**src/sv/sfjs_pkg.sv**
```systemverilog
`default_nettype none
package sfjs_pkg;
	localparam int MAX_SERVERS = 32;
	localparam int NUM_CLASSES = 8;
	localparam int FIFO_DEPTH = 64;
	localparam int CW = $clog2(MAX_SERVERS);
	localparam int FW = $clog2(FIFO_DEPTH);
	localparam logic [6:0] WAIT_MAX = 7'd127;
	localparam logic [5:0] RUN_MAX = 6'd63;
	localparam logic [6:0] NEED_MAX = 7'd127;
	localparam logic OP_ARRIVE = 1'b0;
	localparam logic OP_DEPART = 1'b1;
	localparam logic [0:0] REG_TOTAL = 1'b0;

	typedef struct packed {
		logic        op;
		logic [2:0]  job_class;
		logic [5:0]  job_size;
		logic [31:0] job_id;
	} sfjs_in_t;

	typedef struct packed {
		logic        rescheduled;
		logic        entry_valid;
		logic [31:0] entry_id;
		logic [2:0]  entry_class;
		logic        entry_running;
		logic [5:0]  servers_left;
		logic        dropped;
		logic        last;
	} sfjs_out_t;

	typedef struct packed {
		logic [2:0]  cls;
		logic [5:0]  size;
		logic [31:0] id;
	} job_t;
endpackage
`default_nettype wire

```
**src/sv/server_filling_job_scheduler_top.sv**
```systemverilog
// Server-filling multiserver job scheduler.
// in channel (in_valid/in_ready, payload in_data): one event request, an
// arrival (op 0) or a departure (op 1) of a job of given class, size and id.
// out channel (out_valid/out_ready, payload out_data): one result per
// candidate entry in set order after the event, or a single empty result;
// last marks the final result of the event.
// APB port: register 0 at byte address 0 is total_servers (reset 32).
// The block handles one event at a time. Candidate entries live in a
// single-port memory with a registered read; every pass over the set
// (departure compaction, each insertion, greedy fill, report) reads each
// entry in one state and writes or uses it in the next. The set holds up
// to 32 candidates; each job moved in from the buffer costs one more
// insertion pass, and a refill may move a whole set in.
// The next request is taken once the final result has left the output
// register. A stalled receiver holds the report walk and nothing is lost.
// Reset empties buffer and set, clears the class counts and sets free
// servers to 32; no memory clearing pass is used.
`default_nettype none
module server_filling_job_scheduler_top import sfjs_pkg::*; (
	input  wire logic        clk,
	input  wire logic        arst_n,
	input  wire logic        in_valid,
	output logic             in_ready,
	input  wire sfjs_in_t    in_data,
	output logic             out_valid,
	input  wire logic        out_ready,
	output sfjs_out_t        out_data,
	input  wire logic        psel,
	input  wire logic        penable,
	input  wire logic        pwrite,
	input  wire logic [0:0]  paddr,
	input  wire logic [31:0] pwdata,
	output logic [31:0]      prdata,
	output logic             pready
);
	typedef enum logic [10:0] {
		S_IDLE  = 11'b00000000001,
		S_RMRD  = 11'b00000000010,
		S_RMWR  = 11'b00000000100,
		S_MOVE  = 11'b00000001000,
		S_INSRD = 11'b00000010000,
		S_INSWR = 11'b00000100000,
		S_FILRD = 11'b00001000000,
		S_FILWR = 11'b00010000000,
		S_REPRD = 11'b00100000000,
		S_REPWT = 11'b01000000000,
		S_CLS   = 11'b10000000000
	} state_t;

	state_t state_q;
	logic [5:0] total_q;
	job_t fifo_mem [FIFO_DEPTH];
	job_t fifo_rd_q;
	logic [FW-1:0] head_q;
	logic [FW:0] fcount_q;
	job_t cand_mem [MAX_SERVERS];
	logic [MAX_SERVERS-1:0] run_q;
	job_t cand_rd_q;
	logic [CW:0] ccount_q;
	logic [6:0] need_q;
	logic [5:0] free_q;
	logic [6:0] cwait_q [NUM_CLASSES];
	logic [5:0] crun_q [NUM_CLASSES];
	sfjs_in_t cur_q;
	logic [CW:0] rd_q, wr_q;
	logic resched_q, dropped_q, fifo_rd_pend_q, placed_q;
	job_t carry_q;
	logic carry_run_q;
	logic [5:0] srv;

	// register port
	assign pready = 1'b1;
	assign prdata = {26'd0, total_q};
	assign srv = (total_q > 6'(MAX_SERVERS)) ? 6'(MAX_SERVERS) : total_q;
	assign in_ready = (state_q == S_IDLE) && !out_valid;

	// candidate memory: one access per cycle
	logic cm_we;
	logic [CW-1:0] cm_addr;
	job_t cm_wd;
	always_ff @(posedge clk) begin
		if (cm_we) cand_mem[cm_addr] <= cm_wd;
		else cand_rd_q <= cand_mem[cm_addr];
	end

	logic fm_we;
	logic [FW-1:0] fm_tail;
	assign fm_tail = head_q + fcount_q[FW-1:0];
	assign fm_we = in_valid && in_ready && in_data.op == OP_ARRIVE &&
		fcount_q < (FW+1)'(FIFO_DEPTH);
	always_ff @(posedge clk) begin
		if (fm_we) fifo_mem[fm_tail] <= '{in_data.job_class, in_data.job_size, in_data.job_id};
		fifo_rd_q <= fifo_mem[head_q];
	end

	// memory address and write data per state
	always_comb begin
		cm_we = 1'b0;
		cm_addr = rd_q[CW-1:0];
		cm_wd = cand_rd_q;
		unique case (state_q)
			S_RMWR: begin
				cm_we = (cand_rd_q.id != cur_q.job_id);
				cm_addr = wr_q[CW-1:0];
			end
			S_INSWR: begin
				cm_we = 1'b1;
				cm_addr = wr_q[CW-1:0];
				cm_wd = (!placed_q && (rd_q == ccount_q || carry_q.size > cand_rd_q.size))
					? carry_q : cand_rd_q;
				if (placed_q) cm_wd = carry_q;
			end
			default: ;
		endcase
	end

	// event sequencer
	always_ff @(posedge clk or negedge arst_n) begin
		if (!arst_n) begin
			state_q <= S_IDLE;
			total_q <= 6'd32;
			head_q <= '0;
			fcount_q <= '0;
			run_q <= '0;
			ccount_q <= '0;
			need_q <= '0;
			free_q <= 6'd32;
			for (int c = 0; c < NUM_CLASSES; c++) begin
				cwait_q[c] <= '0;
				crun_q[c] <= '0;
			end
			out_valid <= 1'b0;
			out_data <= '0;
			cur_q <= '0;
			carry_q <= '0;
			rd_q <= '0;
			wr_q <= '0;
			resched_q <= 1'b0;
			dropped_q <= 1'b0;
			fifo_rd_pend_q <= 1'b0;
			placed_q <= 1'b0;
			carry_run_q <= 1'b0;
		end else begin
			if (psel && penable && pwrite && paddr == REG_TOTAL)
				total_q <= pwdata[5:0];
			if (out_valid && out_ready) out_valid <= 1'b0;
			unique case (state_q)
				S_IDLE: if (in_valid && in_ready) begin
					cur_q <= in_data;
					resched_q <= 1'b0;
					dropped_q <= 1'b0;
					rd_q <= '0;
					wr_q <= '0;
					if (in_data.op == OP_ARRIVE) begin
						if (fcount_q >= (FW+1)'(FIFO_DEPTH)) begin
							dropped_q <= 1'b1;
							state_q <= S_REPRD;
						end else begin
							fcount_q <= fcount_q + 1'b1;
							if (int'(in_data.job_class) < NUM_CLASSES &&
								cwait_q[in_data.job_class] < WAIT_MAX)
								cwait_q[in_data.job_class] <= cwait_q[in_data.job_class] + 1'b1;
							state_q <= (free_q != 0) ? S_CLS : S_REPRD;
						end
					end else begin
						if (int'(in_data.job_class) < NUM_CLASSES &&
							crun_q[in_data.job_class] != 0)
							crun_q[in_data.job_class] <= crun_q[in_data.job_class] - 1'b1;
						free_q <= (7'(free_q) + 7'(in_data.job_size) > 7'd63) ? 6'd63
							: free_q + in_data.job_size;
						need_q <= (need_q > 7'(in_data.job_size))
							? need_q - 7'(in_data.job_size) : 7'd0;
						// refill only if some server is free after the release
						state_q <= (ccount_q != 0) ? S_RMRD
							: ((free_q != 0 || in_data.job_size != 0) ? S_CLS : S_REPRD);
					end
				end
				// compaction: read entry, keep if id differs
				S_RMRD: state_q <= S_RMWR;
				S_RMWR: begin
					if (cand_rd_q.id != cur_q.job_id) begin
						run_q[wr_q[CW-1:0]] <= run_q[rd_q[CW-1:0]];
						wr_q <= wr_q + 1'b1;
					end
					if (rd_q + 1'b1 == ccount_q) begin
						ccount_q <= (cand_rd_q.id != cur_q.job_id) ? wr_q + 1'b1 : wr_q;
						rd_q <= '0;
						state_q <= (free_q != 0) ? S_CLS : S_REPRD;
					end else begin
						rd_q <= rd_q + 1'b1;
						state_q <= S_RMRD;
					end
				end
				// refill start: fold running counts into waiting
				S_CLS: begin
					resched_q <= 1'b1;
					for (int c = 0; c < NUM_CLASSES; c++)
						cwait_q[c] <= (8'(cwait_q[c]) + 8'(crun_q[c]) > 8'(WAIT_MAX))
							? WAIT_MAX : cwait_q[c] + 7'(crun_q[c]);
					fifo_rd_pend_q <= 1'b1;
					state_q <= S_MOVE;
				end
				S_MOVE: begin
					if (fifo_rd_pend_q) fifo_rd_pend_q <= 1'b0;
					else if (need_q < 7'(srv) && fcount_q != 0 &&
						ccount_q < (CW+1)'(MAX_SERVERS)) begin
						carry_q <= fifo_rd_q;
						carry_run_q <= 1'b0;
						placed_q <= 1'b0;
						head_q <= head_q + 1'b1;
						fcount_q <= fcount_q - 1'b1;
						need_q <= (8'(need_q) + 8'(fifo_rd_q.size) > 8'(NEED_MAX))
							? NEED_MAX : need_q + 7'(fifo_rd_q.size);
						rd_q <= '0;
						wr_q <= '0;
						state_q <= S_INSRD;
					end else begin
						free_q <= srv;
						for (int c = 0; c < NUM_CLASSES; c++) crun_q[c] <= '0;
						rd_q <= '0;
						state_q <= (ccount_q != 0) ? S_FILRD : S_REPRD;
					end
				end
				// insertion: rewrite the set, shifting a carried entry down
				S_INSRD: state_q <= S_INSWR;
				S_INSWR: begin
					if (placed_q || rd_q == ccount_q || carry_q.size > cand_rd_q.size) begin
						run_q[wr_q[CW-1:0]] <= carry_run_q;
						if (rd_q != ccount_q) begin
							carry_q <= cand_rd_q;
							carry_run_q <= run_q[rd_q[CW-1:0]];
						end
						placed_q <= 1'b1;
					end
					if (rd_q == ccount_q) begin
						ccount_q <= ccount_q + 1'b1;
						fifo_rd_pend_q <= 1'b1;
						state_q <= S_MOVE;
					end else begin
						rd_q <= rd_q + 1'b1;
						wr_q <= wr_q + 1'b1;
						state_q <= S_INSRD;
					end
				end
				// greedy fill in set order
				S_FILRD: state_q <= S_FILWR;
				S_FILWR: begin
					if (cand_rd_q.size <= free_q) begin
						run_q[rd_q[CW-1:0]] <= 1'b1;
						free_q <= free_q - cand_rd_q.size;
						if (int'(cand_rd_q.cls) < NUM_CLASSES) begin
							if (crun_q[cand_rd_q.cls] < RUN_MAX)
								crun_q[cand_rd_q.cls] <= crun_q[cand_rd_q.cls] + 1'b1;
							if (cwait_q[cand_rd_q.cls] != 0)
								cwait_q[cand_rd_q.cls] <= cwait_q[cand_rd_q.cls] - 1'b1;
						end
					end else run_q[rd_q[CW-1:0]] <= 1'b0;
					if (rd_q + 1'b1 == ccount_q) begin
						rd_q <= '0;
						state_q <= S_REPRD;
					end else begin
						rd_q <= rd_q + 1'b1;
						state_q <= S_FILRD;
					end
				end
				// report: one result per entry through the output register
				S_REPRD: if (!out_valid || out_ready) state_q <= S_REPWT;
				S_REPWT: begin
					out_valid <= 1'b1;
					out_data.rescheduled <= resched_q;
					out_data.entry_valid <= (ccount_q != 0);
					out_data.entry_id <= (ccount_q != 0) ? cand_rd_q.id : '0;
					out_data.entry_class <= (ccount_q != 0) ? cand_rd_q.cls : '0;
					out_data.entry_running <= (ccount_q != 0) ? run_q[rd_q[CW-1:0]] : 1'b0;
					out_data.servers_left <= free_q;
					out_data.dropped <= dropped_q;
					if (rd_q + 1'b1 >= ccount_q) begin
						out_data.last <= 1'b1;
						state_q <= S_IDLE;
					end else begin
						out_data.last <= 1'b0;
						rd_q <= rd_q + 1'b1;
						state_q <= S_REPRD;
					end
				end
				default: state_q <= S_IDLE;
			endcase
		end
	end
endmodule
`default_nettype wire
```
**config.mk**
```make
export PLATFORM = sky130hd
export DESIGN_NAME = server_filling_job_scheduler_top
export DESIGN_NICKNAME = d
export VERILOG_FILES = /design/src/sv/sfjs_pkg.sv /design/src/sv/server_filling_job_scheduler_top.sv
export SDC_FILE = /design/constraint.sdc
export NUM_CORES = 2
export LEC_CHECK = 0
export BUFFER_PORTS_ARGS = -buffer_cell sky130_fd_sc_hd__buf_2
export CAP_MARGIN = 20
export CORE_ASPECT_RATIO = 0.7
export CORE_MARGIN = 4
export CORE_UTILIZATION = 50
export DETAILED_ROUTE_END_ITERATION = 8
export PLACE_DENSITY = 0.72
export SLEW_MARGIN = 20
export SYNTH_ARGS = -nofsm -noshare
export SYNTH_HDL_FRONTEND = slang
export SYNTH_SLANG_ARGS = --single-unit
export TNS_END_PERCENT = 100
```
**constraint.sdc**
```tcl
create_clock -name clk -period 5 [get_ports clk]
set_clock_uncertainty 0.15 [all_clocks]
set_input_delay 0.75 -clock clk [delete_from_list [all_inputs] [get_ports clk]]
set_output_delay 0.75 -clock clk [all_outputs]
set_load 0.02 [all_outputs]
```
* Yosys cells after proc, flatten, opt, wreduce, memory -nomap -nowiden *
Memory sizes are Yosys's and may differ from the RTL's. A register that Yosys moved wholly into a read port is not among the register bits.
Index checks and enable logic that the tools add are counted.

operators by class
  add/sub/neg operators = 13
  magnitude comparators = 15
  equality and inequality tests = 31
  multiplexer cells = 95
  bitwise logic cells = 6
  reductions and logical operators = 51

operators with widths
  cell                 count
  $mux 41              7
  $mux 32              4
  $pmux 11 s11         1
  $mux 6               18
  $mux 11              9
  $pmux 32 s3          1
  $pmux 41 s2          1
  $mux 7               11
  $bwmux 32            2
  $mux 9               4
  $and 32x32->32       1
  $ne 32x32->1         1
  $not 32->32          1
  $or 32x32->32        1
  $ne 2x2->1 const B   15
  $pmux 6 s5           1
  $pmux 7 s2           2
  $add 6x1->6 const B  4
  $pmux 6 s4           1
  $mux 1               20
  $reduce_and 5->1     4
  $pmux 6 s3           1
  $reduce_bool 6->1    3
  $logic_and 1x1->1    13
  55 further kinds     85

word-level totals
  register bits = 218
  memory bits (writable) = 3,936
  output and inout bits = 81
  logic and storage cells = 241
  memories = 2

memories
  memory    depth  width  rd ports  clocked after memory_dff  wr ports  RTL line                                RTL
  fifo_mem  64     41     1         1                         1         server_filling_job_scheduler_top.sv:52  job_t fifo_mem [FIFO_DEPTH];
  cand_mem  32     41     1         1                         1         server_filling_job_scheduler_top.sv:56  job_t cand_mem [MAX_SERVERS];

* Depth between registers and ports, before layout *
  depth in word-level cells = 8
  depth in mapped cells = 16
  depth with buffers taken out = 12

* Worst setup path after synthesis *
Ideal clock, no wire load.

  kind = reg-to-reg
  from = register state_q[4]
  to = memory fifo_mem[15][0] (netlist bit) (enable)
  library setup time = 440 ps
  arrival time = 4,096 ps
  slack = 314 ps
  cell stages (with the launch flop) = 9
  path buffers = 1
  clock period less this slack = 4,686 ps
  cells stage by stage = dfrtp_1 or4_1 nor2_1 and4b_1 buf_2 nand3_1 nor4_1 nand3_1 nor2_1

between the ends
  word-level cells in the longest chain between the ends = 7

RTL lines
  element                          RTL line                                 RTL
  start, declared                  server_filling_job_scheduler_top.sv:50   state_t state_q;
  start signal, assigned           server_filling_job_scheduler_top.sv:163  state_q <= (free_q != 0) ? S_CLS : S_REPRD;
  start signal, assigned           server_filling_job_scheduler_top.sv:174  state_q <= (ccount_q != 0) ? S_RMRD
  start signal, assigned           server_filling_job_scheduler_top.sv:188  state_q <= (free_q != 0) ? S_CLS : S_REPRD;
  $eq 11x1->1                      server_filling_job_scheduler_top.sv:75   assign in_ready = (state_q == S_IDLE) && !out_valid;
  $logic_and 1x1->1                server_filling_job_scheduler_top.sv:75
  $logic_and 1x1->1 (3 in series)  server_filling_job_scheduler_top.sv:89   assign fm_we = in_valid && in_ready && in_data.op == OP_ARRIVE &&
  $mux 1                           server_filling_job_scheduler_top.sv:92   if (fm_we) fifo_mem[fm_tail] <= '{in_data.job_class, in_data.job_size, in_data.job_id};
  $mux 1 (not written as such)     server_filling_job_scheduler_top.sv:92
  end, declared                    server_filling_job_scheduler_top.sv:52

Every way passes these cells.

* Final worst setup path *
  from = register state_q[3]
  to = register cand_rd_q[15] (netlist name)

between the ends
  word-level cells in the longest chain between the ends = 3
  elaborated cells between the ends (all ways) = 6

RTL lines
  element                                                            RTL line                                 RTL
  $eq 11x6->1 / $eq 11x3->1 (equally long branches)                  server_filling_job_scheduler_top.sv:101  unique case (state_q)
  $pmux 1 s2 / $reduce_or 2->1 (equally long branches)               -
  $logic_not 1->1 (no source line) / $mux 5 (equally long branches)  -

Several ways; a longest one is shown, not always the timed one.
A chain may end at the register's enable or synchronous reset.

==> run_results.csv <==
group,metric,value,unit
outcome,status,"finished clean",
synth,synth_ff_type,"edfxtp_1",
route,vias,86900,
worst_setup_path,cp.arrival,5.07,ns
final_layout,final_cells,13200,
worst_setup_path,critPathBufInv,2,
die,dieArea,339000,um^2
final_layout,layout.nets,8661,
final_layout,fin_area,187000,um^2
worst_setup_path,critPathRequiredTime,5.43,ns
route,route.detailed.drc,0,
worst_setup_path,crit_path_frequent_cell,"buf_12",
grt,grt_pass1_vias,84000,
synth,syn_area,165000,um^2
final_layout,multi_input_area,38000,um^2
power_and_ir_drop,vdd.ir_drop.worst,0.000352,V
worst_setup_path,crit_start,"state_q[3]",
hold_path,min_path_cells,1,
worst_setup_path,reg2reg_depth,10,
sta,period_share,93.0,%
power_and_ir_drop,powerDensity,428,nW/um^2
sta,slew_headroom,22.9,%
worst_setup_path,startpoint_type,"flip-flop",
placement,globalplace.congestion,0.859,
sta,period_minus_slack,4.65,ns
grt,grt_max_degree,150,
clock_network,htreeDepth,5,
clock_network,post_cts_resized,0,
worst_setup_path,r2r_end,"cand_rd_q[15]",
synth,ys_warn_count,0,
placement,placedCellCount,12500,
power_and_ir_drop,power,80.0,mW
clock_network,cts_tree,"built",
synth,ys_seq_area_share,76.2,%
synth,syn_inst,8078,
sta,hold_viol_final,0,
worst_setup_path,r2r_slack,0.35,ns
worst_setup_path,crit_path_top_delay_cell,"nor4_2",
clock_network,clkLatencyLatePin,0.93,ns
worst_setup_path,critPathTopFamily,"simple AND/OR/NAND/NOR gates",
sta,finalMaxSlewViolations,0,
worst_setup_path,worstReg2RegStart,"state_q[3]",
power_and_ir_drop,intPower,60.8,mW
power_and_ir_drop,p_sw_share,24.1,%
die,design.core.area,329000,um^2
synth,synth_edf_count,3977,
grt,grt_pass1_wl,635,mm
clock_network,cts_max_path_buffers,4,
worst_setup_path,cp.depth,10,
power_and_ir_drop,power_frac_clock,37.0,%
final_layout,seq_area,126000,um^2
sta,rsz0062_at_grt,"no",
route,final_antenna_net_count,0,
sta,setup_violations,0,
route,drtIter0Drc,13300,
synth,synth_area_leaders,"edfxtp_1 (72%), mux4_2 (12%), mux2i_1 (4.2%), dfrtp_1 (3.3%), o22ai_1 (1.2%)",
worst_setup_path,max_stage_delay,0.51,ns
grt,track_usage,26.3,%
synth,async_reset_ff_share,5.15,%
route,avgRoutedWirePerCell,34.1,um
synth,yosys.area.top_type,"edfxtp_1",
clock_network,root_buffer,"clkbuf_16",
die,die_h,489,um
clock_network,numCtsBuffers,389,
die,start_util,50.2,%
synth,ys_types,84,
flow_run,maxCapViolCount,0,
synth,synth_top_area_share,72.4,%
worst_setup_path,crit_path_end,"cand_rd_q[15]",
placement,dp_hpwl,244,mm
clock_network,clk_pin_slew,0.06,ns
worst_setup_path,cp_max_fo,82,
clock_network,post_cts_buffers,0,
synth,avgSynthCellArea,20.4,um^2
sta,worst_slew_pin_slew,1.12,ns
route,routed_via_density,6.58,
die,std_cell_rows,176,
grt,grt_overflow,0,
die,ios,163,
power_and_ir_drop,combPwrFrac,12.7,%
sta,tns,0,ns
power_and_ir_drop,power.switching,19.3,mW
final_layout,syn_to_final_growth,13.4,%
route,drtPass1Iterations,6,
route,drt-total-wl,450,mm
power_and_ir_drop,p_leak,57.9,nW
final_layout,fin_util,56.9,%
die,die_w,694,um
clock_network,clock_sinks,4236,
sta,fmax,215,MHz
worst_setup_path,crit_type,"flip-flop to flip-flop",
clock_network,ctsHoldBuffers,8,
power_and_ir_drop,p_seq_share,50.3,%
final_layout,n_fill_cell,23400,
final_layout,drive_gt1_share,23.9,%
synth,ys_ff_latch,4236,
worst_setup_path,endpoint_kind,"flip-flop",
placement,placement.io_buffers,109,
placement,post_dp_cell_area,174000,um^2
grt,antenna_found_initial,21,
worst_setup_path,crit_chain,"nor4_2 > and4_1 > o21ai_0 > nand2_4 > buf_12 > buf_12 > mux2i_1 > o22ai_1 > nor4_1 > nand2_1",
hold_path,holdCritPathClass,"input port to flip-flop",
[Yosys cell counts (all sizes together), types with 25 or more instances]
cell	instances
mux2i	692
mux2	55
dfrtp	215
ha	62
a21oi	164
inv	47
nand3	28
nor3	25
o21ai	115
dfxtp	41
buf	211
mux4	869
nand2	359
clkbuf	253
o22ai	326
nor2	208
edfxtp	3977
xnor2	66
nor4	91
[metrics by stage]
stage	hold WS [ns]	setup WS, ns
final	0.0617	0.352
after global routing	0.0331	0.0951
after CTS	0.0292	0.411
after detailed placement	0.319	0.468
after global placement	0.308	0.486
after floorplan	0.279	0.314
[per-layer routing]
metal | track usage [%] | wire, um
met5 | 0 | 13
met4 | 8.82 | 16800
met3 | 6.13 | 63200
met2 | 38.2 | 198000
met1 | 39.7 | 171000
[state kept, by name, indices dropped and copies added, names as in the netlist, 7 cells and up, named ones only]
register	cells
cand_mem	1312
cand_rd_q	41
carry_q	41
cur_q	32
fcount_q	7
fifo_mem	2624
fifo_rd_q	41
need_q	7
out_data	46
state_q	11
[worst reg2reg max path, cell delays in order (launching register included)]
cell	delay [ns]
dfrtp_1	0.43
nor4_2	0.51
and4_1	0.48
o21ai_0	0.39
nand2_4	0.39
buf_12	0.34
buf_12	0.48
mux2i_1	0.50
o22ai_1	0.13
nor4_1	0.36
nand2_1	0.19
[power by group through the flow]
stage / registers (mW) / logic (mW) / clock network [mW]
after global placement: 41.0 / 9.87 / 0
after floorplan: 40.7 / 6.94 / 0
after global routing: 40.3 / 10.9 / 31.4
after detailed placement: 41.0 / 10.1 / 0
final: 40.3 / 10.2 / 29.6
after CTS: 40.3 / 10.2 / 29.9
[cell families (layout without fill, tap and decap cells)]
kind of cell,after synthesis,count (layout),share of synthesized area (%)
AO/OA/AOI/OAI,742,742,2.77
XOR/XNOR,79,79,0.419
adder cells (fa/ha/maj),68,68,0.543
buffers and inverters,511,1242,1.31
flip-flops,4236,4236,76.2
multiplexers,1616,1616,16.4
other,2,33,0.00455
AND/OR/NAND/NOR,824,824,2.31
[worst min path at each step]
stage	end	startpoint
global placement	out_data[10]	out_data[10]
floorplan	carry_q[8]	fifo_rd_q[8]
finish	fifo_mem[26][34]	in_data[34]
CTS	fifo_mem[26][34]	in_data[34]
detailed placement	out_data[30]	out_data[30]
global route	fifo_mem[26][34]	in_data[34]
[layout by cell type (no fill, tap or decap), drive strengths merged, types with 66 or more instances in the layout]
cell / synthesis / routed
edfxtp: 3977 / 3977
mux4: 869 / 869
mux2i: 692 / 692
clkbuf: 253 / 504
buf: 211 / 473
nand2: 359 / 359
o22ai: 326 / 326
dfrtp: 215 / 215
nor2: 208 / 208
a21oi: 164 / 164
clkinv: 0 / 151
o21ai: 115 / 115
nor4: 91 / 91
xnor2: 66 / 66
[layout make-up]
class / count / share of cell area [%]
Sequential cell: 4236 / 67.2
Multi-Input combinational cell: 3356 / 20.3
Clock buffer: 504 / 5.66
Tap cell: 4361 / 2.92
Timing Repair Buffer: 481 / 2.71
Clock inverter: 210 / 1.10
Inverter: 47 / 0.0943
Antenna cell: 6 / 0.00803
Power figures use the tool's default switching activity.
